<file path="config.mk">
export PLATFORM = sky130hd
export DESIGN_NAME = lcd_timing_stat_interrupt_top
export DESIGN_NICKNAME = d
export VERILOG_FILES = /design/src/design/lts_pkg.sv /design/src/design/lts_core.sv /design/src/design/lcd_timing_stat_interrupt_top.sv
export SDC_FILE = /design/constraint.sdc
export NUM_CORES = 1
export LEC_CHECK = 0
export ABC_AREA = 1
export BUFFER_PORTS_ARGS = -buffer_cell sky130_fd_sc_hd__buf_4
export CAP_MARGIN = 20
export CORE_ASPECT_RATIO = 0.8
export CORE_MARGIN = 2
export CORE_UTILIZATION = 25
export CTS_CLUSTER_SIZE = 28
export DETAILED_ROUTE_END_ITERATION = 7
export HOLD_SLACK_MARGIN = 0.06
export PLACE_DENSITY_LB_ADDON = 0.05
export SYNTH_ARGS = -nofsm -noshare
export SYNTH_HDL_FRONTEND = slang
export SYNTH_SLANG_ARGS = --single-unit
</file>
<file path="constraint.sdc">
create_clock -name clk -period 2.8 [get_ports clk]
set_clock_uncertainty 0.2 [all_clocks]
set_input_delay 0.28 -clock clk [delete_from_list [all_inputs] [get_ports clk]]
set_output_delay 0.28 -clock clk [all_outputs]
set_load 0.02 [all_outputs]
</file>
<file path="src/design/lts_pkg.sv">
// ----------------------------------------------------------------------------
// lts_pkg
// Shared types and timing constants for the LCD timing and STAT interrupt block.
// ----------------------------------------------------------------------------
`timescale 1ns / 1ps

package lts_pkg;

    // Line and frame timing
    localparam int DOTS_PER_LINE = 456;
    localparam int VISIBLE_LINES = 144;
    localparam int TOTAL_LINES   = 154;
    localparam int SEARCH_DOTS   = 80;
    localparam int TRANSFER_DOTS = 172;

    localparam logic [8:0] SEARCH_LAST   = 9'(SEARCH_DOTS - 1);
    localparam logic [8:0] TRANSFER_LAST = 9'(TRANSFER_DOTS - 1);
    localparam logic [8:0] LINE_LAST     = 9'(DOTS_PER_LINE - 1);
    localparam logic [7:0] VISIBLE_LIM   = 8'(VISIBLE_LINES);
    localparam logic [7:0] TOTAL_LIM     = 8'(TOTAL_LINES);

    // LCDC display enable bit
    localparam int LCD_ON_BIT = 7;

    // STAT read constant bit and open-bus value
    localparam logic [7:0] STAT_FIXED = 8'h80;
    localparam logic [7:0] OPEN_BUS   = 8'hFF;

    // Register offsets within the display block
    localparam logic [3:0] OFF_LCDC = 4'd0;
    localparam logic [3:0] OFF_STAT = 4'd1;
    localparam logic [3:0] OFF_SCY  = 4'd2;
    localparam logic [3:0] OFF_SCX  = 4'd3;
    localparam logic [3:0] OFF_LY   = 4'd4;
    localparam logic [3:0] OFF_LYC  = 4'd5;
    localparam logic [3:0] OFF_BGP  = 4'd7;
    localparam logic [3:0] OFF_OBP0 = 4'd8;
    localparam logic [3:0] OFF_OBP1 = 4'd9;
    localparam logic [3:0] OFF_WY   = 4'd10;
    localparam logic [3:0] OFF_WX   = 4'd11;

    typedef enum logic [1:0] {
        OP_TICK  = 2'd0,
        OP_READ  = 2'd1,
        OP_WRITE = 2'd2
    } lts_op_t;

    typedef enum logic [1:0] {
        MODE_HBLANK   = 2'd0,
        MODE_VBLANK   = 2'd1,
        MODE_SEARCH   = 2'd2,
        MODE_TRANSFER = 2'd3
    } lts_mode_t;

    // One result per request
    typedef struct packed {
        logic [7:0] current_line;
        lts_mode_t  display_mode;
        logic       frame_done;
        logic       stat_irq;
        logic       vblank_irq;
        logic [7:0] read_data;
    } lts_result_t;

endpackage

</file>
<file path="src/design/lts_core.sv">
// ----------------------------------------------------------------------------
// lts_core
// Register file, dot/line sequencer and STAT edge detector. Updates state on
// each accepted request and presents that request's result combinationally.
// ----------------------------------------------------------------------------
`timescale 1ns / 1ps

module lts_core
(
    input  logic                 clk,
    input  logic                 rst_n,
    input  logic                 accept,
    input  logic [1:0]           operation,
    input  logic [3:0]           reg_offset,
    input  logic [7:0]           write_data,
    output lts_pkg::lts_result_t result
);

    typedef struct packed {
        logic coin;
        logic cond;
        logic rise;
    } eval_t;

    lts_pkg::lts_mode_t mode_reg, mode_next;
    logic [7:0] line_reg, line_next;
    logic [8:0] mdots_reg, mdots_next;
    logic [8:0] ldots_reg, ldots_next;
    logic [7:0] ctrl_reg, ctrl_next;
    logic [3:0] en_reg, en_next;
    logic       coin_reg, coin_next;
    logic       prev_reg, prev_next;
    logic [7:0] scy_reg, scy_next;
    logic [7:0] scx_reg, scx_next;
    logic [7:0] lyc_reg, lyc_next;
    logic [7:0] bgp_reg, bgp_next;
    logic [7:0] obp0_reg, obp0_next;
    logic [7:0] obp1_reg, obp1_next;
    logic [7:0] wy_reg, wy_next;
    logic [7:0] wx_reg, wx_next;

    logic [7:0] rd;
    logic       vbl, stat, done, advanced;
    eval_t      ev;

    // Evaluate the combined STAT condition and its rising edge
    function automatic eval_t eval_stat(input logic [7:0] line, input logic [7:0] lyc,
                                        input logic [3:0] en, input lts_pkg::lts_mode_t mode,
                                        input logic prev);
        eval_t e;
        e.coin = (line == lyc);
        e.cond = (en[3] & e.coin)
               | (en[2] & (mode == lts_pkg::MODE_SEARCH))
               | (en[1] & (mode == lts_pkg::MODE_VBLANK))
               | (en[0] & (mode == lts_pkg::MODE_HBLANK));
        e.rise = e.cond & ~prev;
        return e;
    endfunction

    always_comb
    begin
        mode_next  = mode_reg;
        line_next  = line_reg;
        mdots_next = mdots_reg;
        ldots_next = ldots_reg;
        ctrl_next  = ctrl_reg;
        en_next    = en_reg;
        coin_next  = coin_reg;
        prev_next  = prev_reg;
        scy_next   = scy_reg;
        scx_next   = scx_reg;
        lyc_next   = lyc_reg;
        bgp_next   = bgp_reg;
        obp0_next  = obp0_reg;
        obp1_next  = obp1_reg;
        wy_next    = wy_reg;
        wx_next    = wx_reg;
        rd         = 8'h00;
        vbl        = 1'b0;
        stat       = 1'b0;
        done       = 1'b0;
        advanced   = 1'b0;
        ev         = '0;

        case (operation)
            lts_pkg::OP_TICK:
            begin
                if (ctrl_reg[lts_pkg::LCD_ON_BIT])
                begin
                    case (mode_reg)
                        lts_pkg::MODE_SEARCH:
                        begin
                            if (mdots_reg >= lts_pkg::SEARCH_LAST)
                            begin
                                mode_next  = lts_pkg::MODE_TRANSFER;
                                mdots_next = '0;
                                ldots_next = ldots_reg + 9'd1;
                                ev = eval_stat(line_next, lyc_next, en_next, mode_next, prev_next);
                                coin_next = ev.coin;
                                prev_next = ev.cond;
                                stat      = stat | ev.rise;
                                advanced  = 1'b1;
                            end
                        end
                        lts_pkg::MODE_TRANSFER:
                        begin
                            if (mdots_reg >= lts_pkg::TRANSFER_LAST)
                            begin
                                mode_next  = lts_pkg::MODE_HBLANK;
                                mdots_next = '0;
                                ldots_next = ldots_reg + 9'd1;
                                ev = eval_stat(line_next, lyc_next, en_next, mode_next, prev_next);
                                coin_next = ev.coin;
                                prev_next = ev.cond;
                                stat      = stat | ev.rise;
                                advanced  = 1'b1;
                            end
                        end
                        lts_pkg::MODE_HBLANK:
                        begin
                            if (ldots_reg >= lts_pkg::LINE_LAST)
                            begin
                                line_next  = line_reg + 8'd1;
                                mdots_next = '0;
                                ldots_next = '0;
                                if (line_next >= lts_pkg::VISIBLE_LIM)
                                begin
                                    mode_next = lts_pkg::MODE_VBLANK;
                                    vbl       = 1'b1;
                                end
                                else
                                begin
                                    mode_next = lts_pkg::MODE_SEARCH;
                                end
                                ev = eval_stat(line_next, lyc_next, en_next, mode_next, prev_next);
                                coin_next = ev.coin;
                                prev_next = ev.cond;
                                stat      = stat | ev.rise;
                                advanced  = 1'b1;
                            end
                        end
                        default:
                        begin
                            // VBlank: step one line per line time, wrap at frame end
                            if (ldots_reg >= lts_pkg::LINE_LAST)
                            begin
                                line_next  = line_reg + 8'd1;
                                ldots_next = '0;
                                mdots_next = mdots_reg + 9'd1;
                                ev = eval_stat(line_next, lyc_next, en_next, mode_next, prev_next);
                                coin_next = ev.coin;
                                prev_next = ev.cond;
                                stat      = stat | ev.rise;
                                if (line_next >= lts_pkg::TOTAL_LIM)
                                begin
                                    done       = 1'b1;
                                    line_next  = 8'd0;
                                    mdots_next = '0;
                                    ldots_next = '0;
                                    if (line_next >= lts_pkg::VISIBLE_LIM)
                                    begin
                                        mode_next = lts_pkg::MODE_VBLANK;
                                        vbl       = 1'b1;
                                    end
                                    else
                                    begin
                                        mode_next = lts_pkg::MODE_SEARCH;
                                    end
                                    ev = eval_stat(line_next, lyc_next, en_next, mode_next,
                                                   prev_next);
                                    coin_next = ev.coin;
                                    prev_next = ev.cond;
                                    stat      = stat | ev.rise;
                                end
                                advanced = 1'b1;
                            end
                        end
                    endcase
                    if (!advanced)
                    begin
                        mdots_next = mdots_reg + 9'd1;
                        ldots_next = ldots_reg + 9'd1;
                    end
                end
            end
            lts_pkg::OP_READ:
            begin
                case (reg_offset)
                    lts_pkg::OFF_LCDC: rd = ctrl_reg;
                    lts_pkg::OFF_STAT:
                    begin
                        rd = lts_pkg::STAT_FIXED | {1'b0, en_reg, 3'b000};
                        if (ctrl_reg[lts_pkg::LCD_ON_BIT])
                        begin
                            rd = rd | {5'b00000, coin_reg, mode_reg};
                        end
                    end
                    lts_pkg::OFF_SCY:  rd = scy_reg;
                    lts_pkg::OFF_SCX:  rd = scx_reg;
                    lts_pkg::OFF_LY:   rd = line_reg;
                    lts_pkg::OFF_LYC:  rd = lyc_reg;
                    lts_pkg::OFF_BGP:  rd = bgp_reg;
                    lts_pkg::OFF_OBP0: rd = obp0_reg;
                    lts_pkg::OFF_OBP1: rd = obp1_reg;
                    lts_pkg::OFF_WY:   rd = wy_reg;
                    lts_pkg::OFF_WX:   rd = wx_reg;
                    default:           rd = lts_pkg::OPEN_BUS;
                endcase
            end
            lts_pkg::OP_WRITE:
            begin
                case (reg_offset)
                    lts_pkg::OFF_LCDC:
                    begin
                        ctrl_next = write_data;
                        // Switch-off: park at line 0 in HBlank
                        if (!write_data[lts_pkg::LCD_ON_BIT] && ctrl_reg[lts_pkg::LCD_ON_BIT])
                        begin
                            line_next  = 8'd0;
                            done       = 1'b1;
                            mode_next  = lts_pkg::MODE_HBLANK;
                            mdots_next = '0;
                            ldots_next = '0;
                            ev = eval_stat(line_next, lyc_next, en_next, mode_next, prev_next);
                            coin_next = ev.coin;
                            prev_next = ev.cond;
                            stat      = stat | ev.rise;
                        end
                    end
                    lts_pkg::OFF_STAT:
                    begin
                        en_next = write_data[6:3];
                        ev = eval_stat(line_next, lyc_next, en_next, mode_next, prev_next);
                        coin_next = ev.coin;
                        prev_next = ev.cond;
                        stat      = stat | ev.rise;
                    end
                    lts_pkg::OFF_SCY:  scy_next = write_data;
                    lts_pkg::OFF_SCX:  scx_next = write_data;
                    lts_pkg::OFF_LYC:
                    begin
                        lyc_next = write_data;
                        ev = eval_stat(line_next, lyc_next, en_next, mode_next, prev_next);
                        coin_next = ev.coin;
                        prev_next = ev.cond;
                        stat      = stat | ev.rise;
                    end
                    lts_pkg::OFF_BGP:  bgp_next  = write_data;
                    lts_pkg::OFF_OBP0: obp0_next = write_data;
                    lts_pkg::OFF_OBP1: obp1_next = write_data;
                    lts_pkg::OFF_WY:   wy_next   = write_data;
                    lts_pkg::OFF_WX:   wx_next   = write_data;
                    default: ;
                endcase
            end
            default: ;
        endcase
    end

    assign result.read_data    = rd;
    assign result.vblank_irq   = vbl;
    assign result.stat_irq     = stat;
    assign result.frame_done   = done;
    assign result.display_mode = mode_next;
    assign result.current_line = line_next;

    always_ff @(posedge clk or negedge rst_n)
    begin
        if (!rst_n)
        begin
            mode_reg  <= lts_pkg::MODE_SEARCH;
            line_reg  <= '0;
            mdots_reg <= '0;
            ldots_reg <= '0;
            ctrl_reg  <= '0;
            en_reg    <= '0;
            coin_reg  <= 1'b0;
            prev_reg  <= 1'b0;
            scy_reg   <= '0;
            scx_reg   <= '0;
            lyc_reg   <= '0;
            bgp_reg   <= '0;
            obp0_reg  <= '0;
            obp1_reg  <= '0;
            wy_reg    <= '0;
            wx_reg    <= '0;
        end
        else if (accept)
        begin
            mode_reg  <= mode_next;
            line_reg  <= line_next;
            mdots_reg <= mdots_next;
            ldots_reg <= ldots_next;
            ctrl_reg  <= ctrl_next;
            en_reg    <= en_next;
            coin_reg  <= coin_next;
            prev_reg  <= prev_next;
            scy_reg   <= scy_next;
            scx_reg   <= scx_next;
            lyc_reg   <= lyc_next;
            bgp_reg   <= bgp_next;
            obp0_reg  <= obp0_next;
            obp1_reg  <= obp1_next;
            wy_reg    <= wy_next;
            wx_reg    <= wx_next;
        end
    end

endmodule

</file>
<file path="src/design/lcd_timing_stat_interrupt_top.sv">
// ----------------------------------------------------------------------------
// lcd_timing_stat_interrupt_top
// LCD timing sequencer, display register file and STAT/VBlank interrupts.
// Throughput: one request per cycle while the skid slot is empty; set by the
// single-pass state update. Each result is registered in a two-entry output stage
// (result register plus skid) that keeps input open while one result waits.
// Reset clears core state and valid flags; mode starts in OAM search.
// ----------------------------------------------------------------------------
`timescale 1ns / 1ps

module lcd_timing_stat_interrupt_top
(
    input  logic        clk,
    input  logic        rst_n,
    // Request channel
    input  logic        s_tvalid,
    output logic        s_tready,
    input  logic [15:0] s_tdata,   // [3:0] reg_offset, [11:4] write_data, [15:12] zero
    input  logic [1:0]  s_tuser,   // [1:0] operation
    // Result channel
    output logic        m_tvalid,
    input  logic        m_tready,
    output logic [23:0] m_tdata    // [7:0] read_data, [8] vblank_irq, [9] stat_irq,
                                   // [10] frame_done, [12:11] display_mode,
                                   // [20:13] current_line, [23:21] zero
);

    lts_pkg::lts_result_t core_res;
    lts_pkg::lts_result_t out_reg, out_next;
    lts_pkg::lts_result_t skid_reg, skid_next;
    logic                 out_valid_reg, out_valid_next;
    logic                 skid_valid_reg, skid_valid_next;
    logic                 accept;
    logic                 out_free;

    // Take a request whenever the skid slot is empty
    assign s_tready = !skid_valid_reg;
    assign accept   = s_tvalid && s_tready;

    // Sequencer and register file; state advances on each accepted request
    lts_core u_core
    (
        .clk        (clk),
        .rst_n      (rst_n),
        .accept     (accept),
        .operation  (s_tuser),
        .reg_offset (s_tdata[3:0]),
        .write_data (s_tdata[11:4]),
        .result     (core_res)
    );

    // Output register drains or is empty this cycle
    assign out_free = !out_valid_reg || m_tready;

    always_comb
    begin
        out_next        = out_reg;
        out_valid_next  = out_valid_reg;
        skid_next       = skid_reg;
        skid_valid_next = skid_valid_reg;
        if (out_free)
        begin
            if (skid_valid_reg)
            begin
                // Advance the parked result; no request is taken this cycle
                out_next        = skid_reg;
                out_valid_next  = 1'b1;
                skid_valid_next = 1'b0;
            end
            else
            begin
                out_next       = core_res;
                out_valid_next = accept;
            end
        end
        else if (accept)
        begin
            // Hold the new result in the skid slot while output stalls
            skid_next       = core_res;
            skid_valid_next = 1'b1;
        end
    end

    always_ff @(posedge clk or negedge rst_n)
    begin
        if (!rst_n)
        begin
            out_valid_reg  <= 1'b0;
            skid_valid_reg <= 1'b0;
        end
        else
        begin
            out_valid_reg  <= out_valid_next;
            skid_valid_reg <= skid_valid_next;
        end
    end

    always_ff @(posedge clk)
    begin
        out_reg  <= out_next;
        skid_reg <= skid_next;
    end

    assign m_tvalid = out_valid_reg;
    assign m_tdata  = {3'b000, out_reg.current_line, out_reg.display_mode,
                       out_reg.frame_done, out_reg.stat_irq, out_reg.vblank_irq,
                       out_reg.read_data};

    // A parked result always sits behind a valid output
    a_skid_behind_out: assert property (@(posedge clk) disable iff (!rst_n)
        skid_valid_reg |-> out_valid_reg)
        else $error("skid holds a result while output register is empty");

    // VBlank interrupt only on entry into VBlank
    a_vblank_mode: assert property (@(posedge clk) disable iff (!rst_n)
        (out_valid_reg && out_reg.vblank_irq) |->
        (out_reg.display_mode == lts_pkg::MODE_VBLANK))
        else $error("vblank_irq without VBlank mode");

    // Frame end and switch-off both leave LY at line 0
    a_done_line0: assert property (@(posedge clk) disable iff (!rst_n)
        (out_valid_reg && out_reg.frame_done) |-> (out_reg.current_line == 8'd0))
        else $error("frame_done with nonzero line");

    // LY never passes the last VBlank line
    a_line_range: assert property (@(posedge clk) disable iff (!rst_n)
        out_valid_reg |-> (out_reg.current_line < lts_pkg::TOTAL_LIM))
        else $error("line number out of range");

endmodule

</file>
==> impl_metrics.toml, run 1 <==
[outcome]
outcome = "finished, final reports clean"

[clocking]
cts.reportedPaths.clkPinSlew_ns = 0.07
tritoncts.num_buffers = 17
clock_tree_from_tritoncts = "done"
cts_buffer_depth = 2
source_to_sink_clock_delay_at_the_later_pin_of_the_worst_skew_pair_ns = 0.45
cts_root_buf = "clkbuf_16"
clock-sinks = 150
htree_levels = 4

[power]
internal_pwr_total_uw = 4319
pwr-share-clk_pct = 37.5
ir_worst_vdd_mv = 0.4175
power.static_leakage_uw = 0.004426
power.net_switching_uw = 1995
totalPowerFinal_uw = 6313
power_density_nw_per_um2 = 647.9
switching_power_share_of_the_total_pct = 31.59
share_seq_of_total_power_pct = 43.6
p_comb_share_pct = 18.9

[timing]
tightest_hold_margin_ns = 0.09578
min_period_ns = 2.585
setup_tns_ns = 0
timing_hold_violations_final = 0
final_max_slew_viol_count = 0
grt_setup_unrepaired = "no"
finalSetupViolCount = 0
tightest_slew_ns = 0.5650
worst_path_setup_slack_after_routing_ns = 0.2154
timing.fmax_mhz = 386.9
min_period_over_period_pct = 92.31
max_slew_margin_vs_limit_pct = 62.24

[finish]
area_delta_synth_final_pct = 22.90
fill_cells = 3377
ratio_of_cells_with_drive_above_1_in_the_final_layout_pct = 16.44
final_area_um2 = 9744
antenna-diode-count = 0
num-nets-final = 1096

[die]
die_width_um = 203.1
core_region_area_um2 = 31350
start_util_pct = 25.29
placementRows = 58
die_area_um2 = 33160
die_height_um = 163.3
floorplan.io_pins = 48

[logic_synthesis]
synth_largest_area_cell = "dfrtp_1"
yosysWarnings = 0
synthArstFlopShare_pct = 72.00
postSynth.topFlopCell = "dfrtp_1"
synth.avg_cell_area_um2 = 8.141
synth_area_leaders = "dfrtp_1 (34%), edfxtp_1 (16%), nand2_1 (14%), o21ai_0 (7.6%), inv_1 (4.8%)"
ys_ff_latch = 150
post_synth_num_cell_types = 50
number_of_synthesized_flops_with_an_enable_pin = 42
synth_top_area_share_pct = 33.77
synth_cells = 974
seq_area_frac_synth_pct = 50.01
mappedNetlistArea_um2 = 7929

[setup_path]
timing.critical_path.max_delay_family = "simple AND/OR/NAND/NOR gates"
critical_path.n_buffers_inverters = 1
critPathCaptureType = "flop"
worst_setup_path_start_kind = "flop"
crit_chain = "ha_2 -> buf_4 -> nand3_4 -> xor2_1 -> nand3_1 -> nand2_1 -> nand2_2 -> o21ai_1 -> nand2_1 -> a21oi_1 -> o21ai_2 -> nand2_1 -> nand2_1"
crit_required_ns = 2.79
arrival_ns = 2.58
worst-path-max-fanout = 4
critPathMostFrequentCell = "nand2_1"
max_stage_delay_ns = 0.40
critPathSlowestCell = "dfrtp_1"
worstSetupPathType = "reg -> reg"

[routing]
detail_route.iter0.violations = 544
mean_number_of_vias_per_cell = 4.481
drtAntennaViolNets = 0
detail_route.first_pass.iterations = 4
vias = 6735
wl_per_cell_um = 18.06
drt_wl_total_um = 27140
drc = 0

[place]
dp_hpwl_um = 20690
place_worst_setup_slack_ns = 0.1198
placedInstanceArea_um2 = 9080
place_congestion = 0.8810
io_buffer_count = 40

[grt]
grt_antenna_before_repair = 0
track_usage_pct = 17.09
grt.overflow.total = 0
maximum_number_of_pins_on_one_net_before_global_route_repair = 42
via_count_of_the_first_global_routing_pass = 6608
wire_length_of_the_first_global_routing_pass_um = 41900

[run]
maxCapViolations = 0

[min_path]
min_path_type = "in -> reg"
tightest hold or removal path: stages:
cell     delay, ns
buf_4         0.09
inv_1         0.14
o21ai_0       0.19
cells by family after synthesis:
| group | synth area share [%] |
|---|---|
| AOI/OAI and AO/OA | 15.24 |
| xor gates and xnor gates | 1.531 |
| adders and majority gates | 0.6312 |
| buffers and inverters | 7.417 |
| DFF | 50.01 |
| muxes | 0.1420 |
| other | 0.04730 |
| and+or+nand+nor | 24.98 |
power by group through the flow:
stage          combinational (uW)  clock, uW  sequential [uW]
2_1_floorplan                 715          0             2750
3_3_place_gp                 1190          0             2790
3_5_place_dp                 1190          0             2790
4_1_cts                      1200       2440             2750
5_1_grt                      1360       2520             2790
6_report                     1190       2370             2750
timing repair:
item | 4_1_cts | 5_1_grt
hold buffers | 3 | 0
buffers inserted | 0 | 0
resized for setup | 0 | 12
hold endpoints to repair | 84 | 0
setup endpoints to repair | 0 | 57
cell type report:
cell class	count	area, um2	area share, %
clock buffers	18	439.2	4.507
clock inverters	14	146.4	1.502
inverters	111	417.9	4.289
multi-input cells	684	3430	35.20
flip-flops and latches	150	3966	40.70
well taps	420	525.5	5.393
repair buffers	106	819.5	8.410
layer usage:
metal / share of wire [%] / vias to the layer above / wire length [um] / GRT usage (%)
met5: 0 / - / 0 / 0
met4: 0.53 / 0 / 145 / 3.285
met3: 3.3 / 12 / 909 / 3.252
met2: 39 / 104 / 10600 / 23.10
met1: 57 / 3182 / 15480 / 27.55
li1: - / 3437 / - / -
cells in the final DEF (no fill, tap or decap), types with 4 or more instances in the layout:
cell / count
a31oi_1: 4
inv_2: 5
nor3_1: 7
xor2_1: 8
nor2_2: 6
o21ai_0: 120
nor2_4: 4
dfrtp_1: 106
nand4_1: 17
o21ai_1: 4
nor2_1: 66
clkbuf_16: 17
clkinv_1: 6
o22ai_1: 10
nand3_1: 46
nand2_2: 7
a221oi_1: 20
inv_1: 101
nand2_1: 296
edfxtp_1: 42
buf_4: 101
a21oi_1: 16
xnor2_1: 4
a22o_1: 9
worst paths after layout:
path,startpoint,to,slack (ns),cells past startpoint
setup / recovery,u_core.line_reg[0],m_tdata[15],0.22,13
hold / removal,s_tdata[7],u_core.ctrl_reg[3],0.1,3
setup reg to reg,u_core.line_reg[0],m_tdata[15],0.22,13
hold reg to reg,u_core.obp0_reg[0],u_core.obp0_reg[0],0.29,2
max in group asynchronous,rst_n,u_core.mode_reg[1],1.58,3
min in group asynchronous,rst_n,u_core.mdots_reg[2],0.14,2
synth_stat cells (2+ instances only):
cell type	number
o2bb2ai_1	3
a31oi_1	6
clkbuf_1	18
buf_6	4
nand2_4	2
o21ai_1	4
o2111ai_1	3
o21ai_0	121
inv_2	5
nand3_4	3
a221oi_1	20
nor2_4	3
dfrtp_1	107
nand2_1	297
edfxtp_1	42
nor2_1	69
o22ai_1	10
or2_2	2
o211ai_1	3
nor2_2	4
a21oi_1	16
clkinv_1	4
a22o_1	9
nor3_1	7
xnor2_1	4
buf_4	5
buf_2	4
nand3_1	46
ha_1	4
xor2_1	8
nand2_2	6
inv_1	101
nand4_1	17
stage by stage:
step	util, %	instances
final	31.08	1503
after global routing	31.08	1503
after CTS	30.93	1503
after detailed placement	28.96	1468
after global placement	28.96	1468
after floorplan	-	976
(Power assumes the default switching activity.)
==> run 2, diff against run 1 <==
==> constraint.sdc (replaced) <==
create_clock -name clk -period 2.8 [get_ports clk]
set_clock_uncertainty 0.2 [all_clocks]
set_input_delay 0.28 -clock clk [delete_from_list [all_inputs] [get_ports clk]]
set_output_delay 0.28 -clock clk [all_outputs]
set_load 0.1 [all_outputs]
==> run 2 against run 1 <==
Effect of this change:
- sequential share of layout area is 0.33 points lower
- largest power group unchanged
- worst hold slack better by 0.0029 ns
- sequential cell count stayed put
- wire length is 0.26% lower
- register-to-register slack better by 0.04 ns
- power is 6.4% higher
- cell count is 0.33% higher
- combinational power is 22% higher
==> impl_metrics.toml, run 2 (synthesis gave the netlist of run 1 again) <==
[min_path]
hold_path.startpoint = "s_tdata[7]"
min_path_type = "in -> reg"
hold_path_depth = 3
hold-path-endpoint = "u_core.ctrl_reg[3]"

[grt]
track_usage_pct = 17.15
wire_length_of_the_first_global_routing_pass_um = 41790
maximum_number_of_pins_on_one_net_before_global_route_repair = 41
grt_antenna_before_repair = 0
grt.overflow.total = 0
via_count_of_the_first_global_routing_pass = 6593

[die]
die_height_um = 163.3
start_util_pct = 25.29
core_region_area_um2 = 31350
die_area_um2 = 33160
placementRows = 58
floorplan.io_pins = 48
die_width_um = 203.1

[setup_path]
worst_r2r_endpoint = "m_tdata[9]"
worstRegToRegCells = 15
crit_required_ns = 2.81
worst-r2r-setup-slack_ns = 0.25
critPathCaptureType = "flop"
worstSetupPathType = "reg -> reg"
worst-path-max-fanout = 5
critical_r2r_launch = "u_core.line_reg[6]"
worst_setup_path_start_kind = "flop"
arrival_ns = 2.56

[routing]
detail_route.iter0.violations = 478
vias = 6778
wl_per_cell_um = 17.95
detail_route.first_pass.iterations = 5
drt_wl_total_um = 27070
mean_number_of_vias_per_cell = 4.495
drtAntennaViolNets = 0
drc = 0

[timing]
grt_setup_unrepaired = "no"
max_slew_margin_vs_limit_pct = 58.43
final_max_slew_viol_count = 0
timing_hold_violations_final = 0
worst_path_setup_slack_after_routing_ns = 0.2509
timing.fmax_mhz = 392.3
finalSetupViolCount = 0
tightest_slew_ns = 0.6220
min_period_ns = 2.549
setup_tns_ns = 0
min_period_over_period_pct = 91.04

[clocking]
cts.reportedPaths.clkPinSlew_ns = 0.07
htree_levels = 4
clock-sinks = 150
source_to_sink_clock_delay_at_the_later_pin_of_the_worst_skew_pair_ns = 0.44
post_cts_buffers = 0
cts_buffer_depth = 2
tritoncts.num_buffers = 17
cts_root_buf = "clkbuf_16"
clock_tree_from_tritoncts = "done"

[finish]
num-nets-final = 1101
area_delta_synth_final_pct = 23.91
seq_area_um2 = 3966
fill_cells = 3370
most_common_library_cell_in_the_layout_ignoring_fill_and_taps = "nand2_1"
multi_input_area_um2 = 3416
antenna-diode-count = 0
layout.cells.most_common_list = "nand2_1 (296), o21ai_0 (121), buf_4 (106), dfrtp_1 (106), inv_1 (100)"
ratio_of_cells_with_drive_above_1_in_the_final_layout_pct = 16.64

[power]
ir_worst_vdd_mv = 0.3575
power.static_leakage_uw = 0.004472
power_density_nw_per_um2 = 683.8

[place]
io_buffer_count = 40
place_congestion = 0.8256
dp_hpwl_um = 20630
place_worst_setup_slack_ns = 0.1394

[run]
maxCapViolations = 0

[outcome]
outcome = "finished, final reports clean"
==> run 2: changes by cell type in the layout (fill, tap and decap cells not counted), sizes merged <==
cell / delta
bufinv: +1
clkinv: -2
clkbuf: +2
buf: +5
clkinvlp: -1
==> run 2: metal layers <==
metal  up-vias  wire length [um]  track usage [%]
met4         0               279            3.981
li1       3455                 -                -
met2       113             10530            23.38
met5         -                 0                0
met1      3198             15250            27.33
met3        12              1006            3.093
==> run 2: how the worst max path moves through the flow <==
| stage | from | to | slack (ns) |
|---|---|---|---|
| finish | u_core.line_reg[6] | m_tdata[9] | 0.25 |
| global route | u_core.line_reg[0] | m_tdata[15] | 0.02 |
| CTS | u_core.line_reg[1] | m_tdata[20] | 0.13 |
| detailed placement | s_tdata[0] | m_tdata[3] | 0.14 |
| global placement | s_tdata[0] | m_tdata[3] | 0.11 |
| floorplan | m_tvalid | skid_reg[0] | 0.06 |
==> run 2: through the flow <==
| stage | cell area, um2 | power [uW] | utilization [%] | instances | hold WS (ns) |
|---|---|---|---|---|---|
| after floorplan | 7944 | 3707 | - | 976 | -0.2156 |
| after global placement | 9135 | 4239 | 29.14 | 1473 | 0.1240 |
| after detailed placement | 9135 | 4229 | 29.14 | 1473 | 0.1228 |
| after CTS | 9798 | 6798 | 31.25 | 1508 | 0.09225 |
| after global routing | 9824 | 7095 | 31.34 | 1508 | 0.09781 |
| final | 9824 | 6718 | 31.34 | 1508 | 0.09870 |
==> run 2: area by class of cell <==
cell class              instances  area share, %
clock buffers                  20          4.763
clock inverters                12          1.681
inverters                     111          4.254
multi-input cells             684          34.77
flip-flops and latches        150          40.37
well taps                     420          5.349
repair buffers                111          8.813
==> run 2: repair_timing <==
item	CTS	global route
endpoints found under the setup margin	0	8
hold endpoints to repair	41	0
resized for setup	0	7
hold buffers	3	0
==> run 2: where the power goes <==
part / switching, uW / total (uW) / internal [uW]
registers: 220 / 2750 / 2530
clock network: 1020 / 2520 / 1500
logic: 997 / 1450 / 450
total: 2240 / 6720 / 4480
==> run 2: critical path: stages (launching register included) <==
cell     delay [ns]
dfrtp_1        0.56
nand2_1        0.09
nor2_1         0.18
nand2_2        0.11
xor2_2         0.30
nand2_1        0.15
nand2_1        0.08
nand3_1        0.07
nand2_1        0.09
nand2_1        0.05
nand2_1        0.05
nand2_1        0.05
nand2_2        0.10
nand3_1        0.09
nand2_1        0.08
inv_1          0.04
==> run 3, diff against run 2 <==
MAX_ROUTING_LAYER = met4   (was unset)
==> run 3 against run 2 <==
Effect of this change:
- die area unchanged
- first-iteration DRC count up 0.63%
- register-to-register slack about the same
- largest cell class unchanged
==> impl_metrics.toml, run 3 (synthesis gave the netlist of run 1 again) <==
[power]
power_density_nw_per_um2 = 683.6
internal_pwr_total_uw = 4479
share_seq_of_total_power_pct = 41.0
p_comb_share_pct = 21.5
ir_worst_vdd_mv = 0.3516
power.net_switching_uw = 2237
totalPowerFinal_uw = 6716
power.static_leakage_uw = 0.004472
pwr-share-clk_pct = 37.5
switching_power_share_of_the_total_pct = 33.31

[routing]
drt_wl_total_um = 27140
vias = 6805
drtAntennaViolNets = 0
mean_number_of_vias_per_cell = 4.513
detail_route.iter0.violations = 481
wl_per_cell_um = 18.00
drc = 0
detail_route.first_pass.iterations = 5

[clocking]
source_to_sink_clock_delay_at_the_later_pin_of_the_worst_skew_pair_ns = 0.44
cts.reportedPaths.clkPinSlew_ns = 0.07
cts_root_buf = "clkbuf_16"
clock-sinks = 150
clock_tree_from_tritoncts = "done"
post_cts_buffers = 0
cts_buffer_depth = 2
tritoncts.num_buffers = 17
htree_levels = 4

[setup_path]
worstSetupPathType = "reg -> reg"
worst_setup_path_start_kind = "flop"
critPathCaptureType = "flop"
arrival_ns = 2.54
crit_required_ns = 2.80
worst-path-max-fanout = 6
worst-r2r-setup-slack_ns = 0.26

[timing]
worst_path_setup_slack_after_routing_ns = 0.2625
finalSetupViolCount = 0
final_max_slew_viol_count = 0
setup_tns_ns = 0
tightest_slew_ns = 0.6256
min_period_ns = 2.538
grt_setup_unrepaired = "no"
tightest_hold_margin_ns = 0.1097
timing.fmax_mhz = 394.1
timing_hold_violations_final = 0
max_slew_margin_vs_limit_pct = 58.19
min_period_over_period_pct = 90.63

[finish]
most_common_library_cell_in_the_layout_ignoring_fill_and_taps = "nand2_1"
layout.cells.most_common_list = "nand2_1 (296), o21ai_0 (121), buf_4 (106), dfrtp_1 (106), inv_1 (100)"
fill_cells = 3370
num-nets-final = 1101
area_delta_synth_final_pct = 23.91
ratio_of_cells_with_drive_above_1_in_the_final_layout_pct = 16.64
antenna-diode-count = 0

[grt]
maximum_number_of_pins_on_one_net_before_global_route_repair = 41
track_usage_pct = 17.66
grtUsageMet2_pct = 23.27
wire_length_of_the_first_global_routing_pass_um = 41760
via_count_of_the_first_global_routing_pass = 6607
grt_most_used_layer = "met1"
use_met3_pct = 3.093
grt_antenna_before_repair = 0
gr-usage-met1_pct = 27.41
grt.overflow.total = 0

[die]
die_area_um2 = 33160
start_util_pct = 25.29
die_width_um = 203.1
core_region_area_um2 = 31350
floorplan.io_pins = 48
die_height_um = 163.3
placementRows = 58

[outcome]
outcome = "finished, final reports clean"

[place]
io_buffer_count = 40
dp_hpwl_um = 20630
place_congestion = 0.8381
place_worst_setup_slack_ns = 0.1394

[min_path]
min_path_type = "in -> reg"

[run]
maxCapViolations = 0
run 3: cell counts in the layout (fill, tap and decap cells not counted):
Identical to the previous run, type by type.
run 3: per-layer routing:
metal | vias to the layer above | part of all wire, %
li1 | 3454 | -
met1 | 3216 | 56
met2 | 124 | 39
met3 | 11 | 3.7
met4 | 0 | 0.95
met5 | - | 0
run 3: worst max-delay path, stage by stage (launching register included):
cell and delay, ns:
dfrtp_1 0.39, buf_4 0.18, inv_1 0.11, ha_4 0.22
xnor2_1 0.12, nor2_1 0.16, nand3_1 0.09, nor2_1 0.17
nand4_1 0.15, nand3_1 0.10, a21oi_1 0.07, nand2_2 0.12
nand3_1 0.09, nand2_1 0.08, inv_1 0.04
run 3: repair_timing:
action,CTS,global route
resized for setup,0,7
hold buffers,3,0
setup endpoints to repair,0,8
hold endpoints to repair,41,0
run 3: per-stage QoR:
step | cell area [um2] | cells | util, %
after floorplan | 7944 | 976 | -
after global placement | 9135 | 1473 | 29.14
after detailed placement | 9135 | 1473 | 29.14
after CTS | 9798 | 1508 | 31.25
after global routing | 9824 | 1508 | 31.34
final | 9824 | 1508 | 31.34
run 3: final timing paths:
kind                                             to  depth (start not counted)               start
worst min-delay path             u_core.ctrl_reg[3]                          3          s_tdata[7]
worst min register to register     u_core.wx_reg[4]                          2    u_core.wx_reg[4]
worst max register to register           m_tdata[9]                         14  u_core.line_reg[1]
worst max-delay path                     m_tdata[9]                         14  u_core.line_reg[1]
max in group asynchronous          u_core.wx_reg[6]                          3               rst_n
min in group asynchronous       u_core.mdots_reg[5]                          2               rst_n
run 3: power by group through the flow:
stage | Sequential, uW | Clock, uW | Combinational (uW)
after CTS | 2750 | 2600 | 1450
after detailed placement | 2780 | 0 | 1440
after floorplan | 2970 | 0 | 737
after global routing | 2790 | 2690 | 1610
after global placement | 2790 | 0 | 1450
final | 2750 | 2520 | 1450
run 3: final cells by class:
| class | count | area, um2 | share of cell area, % |
|---|---|---|---|
| sequential | 150 | 3966 | 40.37 |
| multi-input combinational | 684 | 3416 | 34.77 |
| timing repair buffer | 111 | 865.8 | 8.813 |
| tap | 420 | 525.5 | 5.349 |
| clock buffer | 20 | 467.9 | 4.763 |
| inverter | 111 | 417.9 | 4.254 |
| clock inverter | 12 | 165.2 | 1.681 |
